File: src/rtl/sre_pkg.sv
// sre_pkg: shared constants, types and command/status structs for the
// scatter-reduce engine. No dependencies.
package sre_pkg;

    // table geometry
    localparam int POINTS   = 1024;
    localparam int COLUMNS  = 4;
    localparam int ENTRIES  = POINTS * COLUMNS;
    localparam int ENTRY_AW = $clog2(ENTRIES);
    localparam int NORM_AW  = $clog2(POINTS);

    // field widths
    localparam int VALUE_W    = 48;
    localparam int COUNT_W    = 16;
    localparam int SAMPLE_W   = 32;
    localparam int WEIGHT_W   = 16;
    localparam int PROD_W     = SAMPLE_W + WEIGHT_W;
    localparam int POINT_W    = 10;
    localparam int COLUMN_W   = 2;
    localparam int CFG_IDX_W  = 2;
    localparam int FRAC_SHIFT = 14;
    localparam int DIV_CNT_W  = $clog2(VALUE_W + 1);

    // configuration register indexes
    localparam logic [CFG_IDX_W-1:0] CFG_REDUCE_KIND = 2'd0;
    localparam logic [CFG_IDX_W-1:0] CFG_CLEAR_VALUE = 2'd1;

    // item modes
    localparam logic MODE_ACCUM = 1'b0;
    localparam logic MODE_READ  = 1'b1;

    typedef enum logic [1:0] {
        KIND_SUM  = 2'd0,
        KIND_MEAN = 2'd1,
        KIND_MAX  = 2'd2,
        KIND_WSUM = 2'd3
    } kind_t;

    typedef enum logic [2:0] {
        ST_CLEAR,
        ST_IDLE,
        ST_FETCH,
        ST_APPLY,
        ST_DIV,
        ST_OUT
    } state_t;

    // controller to datapath
    typedef struct packed {
        logic clear_wr;
        logic capture;
        logic apply;
        logic div_start;
        logic take_quot;
        logic load_out;
    } cmd_t;

    // datapath to controller
    typedef struct packed {
        logic clear_done;
        logic is_read;
        logic need_div;
        logic div_done;
        logic out_free;
    } stat_t;

endpackage

File: src/rtl/sre_ctrl.sv
// sre_ctrl: sequencing state machine for the scatter-reduce engine.
// Depends on sre_pkg.
module sre_ctrl (
    input  logic            clk,
    input  logic            rst_n,
    input  logic            in_valid,
    output logic            in_stall,
    input  sre_pkg::stat_t  stat,
    output sre_pkg::cmd_t   cmd
);

    sre_pkg::state_t state_reg;
    sre_pkg::state_t state_next;

    // state register
    always_ff @(posedge clk or negedge rst_n)
    begin
        if (!rst_n)
            state_reg <= sre_pkg::ST_CLEAR;
        else
            state_reg <= state_next;
    end

    // next state and commands
    always_comb
    begin
        state_next = state_reg;
        cmd        = '0;
        in_stall   = state_reg != sre_pkg::ST_IDLE;
        unique case (state_reg)
            sre_pkg::ST_CLEAR:
            begin
                cmd.clear_wr = 1'b1;
                if (stat.clear_done)
                    state_next = sre_pkg::ST_IDLE;
            end
            sre_pkg::ST_IDLE:
            begin
                if (in_valid)
                begin
                    cmd.capture = 1'b1;
                    state_next  = sre_pkg::ST_FETCH;
                end
            end
            sre_pkg::ST_FETCH:
            begin
                state_next = sre_pkg::ST_APPLY;
            end
            sre_pkg::ST_APPLY:
            begin
                cmd.apply = 1'b1;
                if (!stat.is_read)
                    state_next = sre_pkg::ST_IDLE;
                else if (stat.need_div)
                begin
                    cmd.div_start = 1'b1;
                    state_next    = sre_pkg::ST_DIV;
                end
                else
                    state_next = sre_pkg::ST_OUT;
            end
            sre_pkg::ST_DIV:
            begin
                if (stat.div_done)
                begin
                    cmd.take_quot = 1'b1;
                    state_next    = sre_pkg::ST_OUT;
                end
            end
            sre_pkg::ST_OUT:
            begin
                if (stat.out_free)
                begin
                    cmd.load_out = 1'b1;
                    state_next   = sre_pkg::ST_IDLE;
                end
            end
            default:
            begin
                state_next = sre_pkg::ST_IDLE;
            end
        endcase
    end

endmodule

File: config.mk
export PLATFORM = sky130hd
export DESIGN_NAME = sre_ctrl
export DESIGN_NICKNAME = d
export VERILOG_FILES = /design/src/rtl/sre_pkg.sv /design/src/rtl/sre_ctrl.sv
export SDC_FILE = /design/constraint.sdc
export NUM_CORES = 1
export LEC_CHECK = 0
export ABC_AREA = 1
export BUFFER_PORTS_ARGS = -buffer_cell sky130_fd_sc_hd__buf_2
export CAP_MARGIN = 20
export CORE_AREA = 2 2 39 41
export CTS_CLUSTER_SIZE = 8
export DETAILED_ROUTE_END_ITERATION = 16
export DIE_AREA = 0 0 41 43
export HOLD_SLACK_MARGIN = 0.15
export PLACE_DENSITY_LB_ADDON = 0.25
export SKIP_LAST_GASP = 1
export SLEW_MARGIN = 20
export SYNTH_ARGS = -nofsm -noshare
export SYNTH_HDL_FRONTEND = slang
export SYNTH_SLANG_ARGS = --single-unit
File: constraint.sdc
create_clock -name clk -period 3.1 [get_ports clk]
set_clock_uncertainty 0.2 [all_clocks]
set_input_delay 0.465 -clock clk [delete_from_list [all_inputs] [get_ports clk]]
set_output_delay 0.465 -clock clk [all_outputs]
set_load 0.1 [all_outputs]
==> results of run 1 <==
[synthesized netlist by cell type (all sizes together)]
library cell	number	share of area
inv	10	0.14
nor2	10	0.15
nand2	8	0.12
nand3	8	0.19
dfrtp	3	0.28
a21boi	1	0.028
nand4	1	0.023
nor3	1	0.019
o21ai	1	0.019
o21bai	1	0.028
[layer usage]
layer  track usage  up-vias
li1              -      175
met1         0.107      143
met2         0.122        9
met3        0.0314        4
met4        0.0800        0
met5             0        -
[how the worst min path moves through the flow]
| stage | endpoint | cells past startpoint |
|---|---|---|
| CTS | state_reg[1]$_DFFE_PN0P_ | 2 |
| finish | state_reg[0]$_DFFE_PN0P_ | 2 |
| global placement | state_reg[2]$_DFFE_PN0P_ | 1 |
| floorplan | state_reg[0]$_DFFE_PN0P_ | 0 |
| detailed placement | state_reg[1]$_DFFE_PN0P_ | 1 |
| global route | state_reg[0]$_DFFE_PN0P_ | 2 |
[through the flow]
stage	util	hold WS, ns	instance area, um2	setup slack (ns)
after global placement	0.259	0.0637	359	1.23
after detailed placement	0.259	0.0650	359	1.22
after CTS	0.286	0.349	395	0.960
final	0.286	0.354	395	0.986
after global routing	0.286	0.377	395	0.891
after floorplan	-	-0.0306	269	0.426
[area by class of cell]
type,instances,area [um2]
clock buffer,4,26.3
fill,161,988
inverter,10,37.5
multi-input combinational,31,156
sequential,3,75.1
tap,16,20.0
timing repair buffer,15,80.1
[cells by family (layout without fill, tap and decap cells)]
logic type / Yosys count / count (layout)
buffers and inverters: 10 / 29
flip-flops: 3 / 3
AND/OR/NAND/NOR: 28 / 28
AO/OA/AOI/OAI: 3 / 3
[worst max-delay path, stage by stage, from the launching register on]
cell and delay (ns):
dfrtp_1 0.45, nor2_2 0.17, nand2_1 0.09, nor2_1 0.08
buf_2 0.42
[what timing repair did]
item	CTS	global route
endpoints found under the hold margin	3	0
hold buffers	1	0
buffers inserted	0	0
==> metrics.txt, run 1 <==
Iteration-0 DRC Markers=4; post-synthesis simple-gate area fraction=0.502; max-capacitance violation count=0; Vias=331; gr ovfl total=0; TritonCTS buffer count=3; core box area=1380 um2; RSZ-0062 raised after global routing=no; first-pass GRT wire length=1.02 mm; Data required, critical path=2.43 ns; final count of negative-setup-slack endpoints=0; adder-cell area share of the yosys netlist=0; CTS tree=built; Synth Area in Compound Gates=0.0751; DP Cell Count=74; Final Net Count=72; slew at the pin closest to its max-slew limit=0.485 ns; row count=14; layout cells sized above 1=0.397; post-synth net total=52; FF-to-FF End=state_reg[2]$_DFFE_PN0P_; critical path launch point type=flip-flop; most frequent cells in the layout=buf_2, nor2_1, nand2_1, inv_1, nand3_1; status=finished, final reports clean; DRC violations left=0; Skew-Pair Late Insertion Delay=0.23 ns; largest net degree at the start of global routing=8; Layout area overhead=48.4%; Slew HR=0.679; metal3 WL=33 um; minimum clock period=2.11 ns; largest family of logic cells by synthesized area=simple AND/OR/NAND/NOR gates; Syn Area/Cell=6.06 um2; Setup crit end=cmd[1]; all-layer global routing usage=0.0906; Routed wire per std cell=7.84 um; post-synthesis xor/xnor area fraction=0; clock slew at reported path FFs=0.04 ns; Fmax achieved=473 MHz; Unique masters post-synth=14; Worst R2R Path Depth=6; wire length on met2=276 um; # diodes=0; Synthesis Warnings=0; root buf cell=clkbuf_4; Tightest Hold Check Type=input port to async pin; CP Launch Point=state_reg[0]$_DFFE_PN0P_; Detail Placement HPWL=518 um; CP Capture Type=output pin; RePlAce Congestion=0.743; first drt pass iteration count=4; mux contribution to synthesized area=0; Period Utilization, post-route=0.682; Crit Path Max Fanout=7; Starting Density=0.193; # H-tree levels=1; vias in the first global route=280; CTS resizes=0; width of the die=41 um; fin. max-slew vios=0; DR vias/cell=4.19; WL met1=287 um; Mapped Area=267 um2; boundary pin count=15; Fin. Hold Viols=0; drt total wl=619 um; RR Startpoint=state_reg[0]$_DFFE_PN0P_; DRT antenna net count=0; post-synthesis sequential area ratio=0.282; commonest non-fill, non-tap cell in the layout=buf_2; fin cells=79; Sum Neg Setup Slack=0 ns; Die Y=43 um; synthesized netlist cell count=44; die area=1760 um2; Crit Path Class=flip-flop to output pin; uppermost routed layer=met4; Yosys reg bits=3; IO buf count=14; clock sink count=3; worst path arrival time=1.45 ns; R2R Setup Slk=1.78 ns; max reg flops=3; initial antenna violation count=0; Max Buffers Root-to-Sink=2
Power of run 1 is left out: the tool's default activity adds up to more than one toggle a clock period on the data nets, which glitch-free logic cannot reach.
==> run 2, diff against run 1 <==
ABC_AREA = 0   (was 1)
clock period = 2 ns   (was 3.1 ns; I/O delays follow)
==> run 2 against run 1 <==
  * First-iteration DRC count is 50% lower
  * Synthesized cell count is 45% lower
  * Final cell count is 24% lower
  * Routed wire length is 10% lower
==> metrics.txt, run 2 <==
Syn Area/Cell=9.07 um2 (+50%); post-synthesis xor/xnor area fraction=0 (unchanged); DRT antenna net count=0 (unchanged); final count of negative-setup-slack endpoints=0 (unchanged); Mapped Area=218 um2 (-18%); # H-tree levels=1 (unchanged); status=finished, final reports clean; CP Cell Sequence=nand2b_1 > nor3b_2 > buf_12; Crit Path Max Fanout=9 (+2); Final Net Count=53 (-26%); RePlAce Congestion=0.623 (-16%); critical path's largest stage delay=0.46 ns (about the same); Area contributors post-synth=dfrtp_1, nand2b_1, nor3_1; worst path arrival time=1.43 ns (-0.02 ns); width of the die=41 um (unchanged); final instance area=447 um2 (+13%); gr ovfl total=0 (unchanged); setup bufs post-CTS=0 (unchanged); slew at the pin closest to its max-slew limit=0.485 ns (-0.000167 ns); Period Utilization, post-route=0.965; row count=14 (unchanged); Crit-path slowest cell=dfrtp_1; clock slew at reported path FFs=0.04 ns (about the same); first-pass GRT wire length=869 um (-15%); CP bufs+invs=1 (unchanged); TritonCTS buffer count=3 (unchanged); core box area=1380 um2 (unchanged); dominant register cell in the synthesized netlist=dfrtp_1; Sum Neg Setup Slack=0 ns (unchanged); CP top delay family=simple AND/OR/NAND/NOR gates; Skew-Pair Late Insertion Delay=0.23 ns (about the same); largest net degree at the start of global routing=11 (+3); root buf cell=clkbuf_4; layout cells sized above 1=0.545 (+0.149); Slew HR=0.679 (about the same); cell taking the most area after synthesis=dfrtp_1; DRC violations left=0 (unchanged); Max Buffers Root-to-Sink=2 (unchanged); EDFF count, synth=0 (unchanged); Unique masters post-synth=16 (+2); DP Area=389 um2 (+8.4%); Vias=229 (-31%); post-synthesis sequential area ratio=0.345 (+0.0631); Synthesis Warnings=0 (unchanged); Data required, critical path=1.50 ns (-0.93 ns); post-synth net total=32 (-38%); Yosys reg bits=3 (unchanged); clock sink count=3 (unchanged); Post-synth top cells=dfrtp_1, nand2b_1, nor3_1, a21oi_1, nor3b_1; first drt pass iteration count=2 (-2); Fin. Hold Viols=0 (unchanged); top cell type's share of synthesized area=0.345 (+0.0631); fin. max-slew vios=0 (unchanged); vias in the first global route=217 (-23%); largest family of logic cells by synthesized area=simple AND/OR/NAND/NOR gates; Starting Density=0.157 (-0.0353); Iteration-0 DRC Markers=2 (-2); drt total wl=557 um (-10%); mux contribution to synthesized area=0 (unchanged); CP Capture Type=output pin; critical path launch point type=flip-flop; boundary pin count=15 (unchanged); Detail Placement HPWL=440 um (-15%); Tightest Hold Check Type=input port to flip-flop; Fmax achieved=518 MHz; Crit Path Class=flip-flop to output pin; adder-cell area share of the yosys netlist=0 (unchanged); Die Y=43 um (unchanged); all-layer global routing usage=0.0765 (-0.0142); die area=1760 um2 (unchanged); async set-reset flop share out of synthesis=1.00 (unchanged); Layout area overhead=105%; IO buf count=14 (unchanged); DR vias/cell=3.82 (-8.9%); most frequent cells in the layout=buf_2, buf_12, nand2b_1, clkbuf_4, dlygate4sd3_1; # diodes=0 (unchanged); max-capacitance violation count=0 (unchanged); RSZ-0062 raised after global routing=yes; CTS tree=built; Synth Area in Compound Gates=0.121 (+0.0456); commonest non-fill, non-tap cell in the layout=buf_2; initial antenna violation count=0 (unchanged); Routed wire per std cell=9.28 um (+18%); post-synthesis simple-gate area fraction=0.466 (-0.0368); minimum clock period=1.93 ns; synthesized netlist cell count=24 (-45%); max reg flops=3 (unchanged)
[run 2: changes by cell type after synthesis, sizes merged, moves of 2 or more]
cell	change
nor3	+2
nor3b	+2
nand2b	+3
nor2b	+2
nor2	-9
nand2	-7
nand3	-8
a21oi	+2
inv	-9
[run 2: worst min-delay path: stages]
cell,delay (ns)
buf_2,0.09
nor3_1,0.04
nor3_1,0.13
[run 2: cells by family after synthesis]
group                  count (synthesis)
buffers and inverters                  2
DFF                                    3
and+or+nand+nor                       15
AOI/OAI and AO/OA                      4
[run 2: path summary, 6_finish.rpt]
check | cells after the start | endpoint | startpoint | slack (ns)
max | 3 | cmd[1] | state_reg[1]$_DFFE_PN0P_ | 0.07
min | 3 | state_reg[0]$_DFFE_PN0P_ | stat[1] | 0.18
max reg2reg | 3 | state_reg[0]$_DFFE_PN0P_ | state_reg[0]$_DFFE_PN0P_ | 0.67
min reg2reg | 1 | state_reg[1]$_DFFE_PN0P_ | state_reg[2]$_DFFE_PN0P_ | 0.36
max in group asynchronous | 2 | state_reg[0]$_DFFE_PN0P_ | rst_n | 1.29
min in group asynchronous | 2 | state_reg[1]$_DFFE_PN0P_ | rst_n | 0.19
[run 2: final cells by class]
class,count,area (um2)
Clock buffer,4,26.3
Fill cell,158,937
Inverter,1,3.75
Multi-Input combinational cell,19,145
Sequential cell,3,76.3
Tap cell,16,20.0
Timing Repair Buffer,17,175
[run 2: timing repair]
action / in CTS / in global routing
hold buffers: 3 / 0
setup endpoints to repair: 0 / 2
resized for setup: 0 / 1
endpoints found under the hold margin: 5 / 0
[run 2: metrics by stage]
stage | setup slack (ns) | utilization | std cells | hold WS, ns
6_report | 0.0705 | 0.323 | 60 | 0.179
5_1_grt | -0.00815 | 0.323 | 60 | 0.192
2_1_floorplan | -0.405 | - | 24 | -0.196
3_3_place_gp | 0.294 | 0.281 | 53 | -0.101
3_5_place_dp | 0.302 | 0.281 | 53 | -0.103
4_1_cts | 0.0291 | 0.322 | 60 | 0.175
[run 2: layer usage]
metal	global-route usage	part of all wire
met3	0.0681	0.11
met5	0	0
met4	0.0200	0
met2	0.0906	0.44
met1	0.100	0.45
Power of run 2 is left out for the same reason.
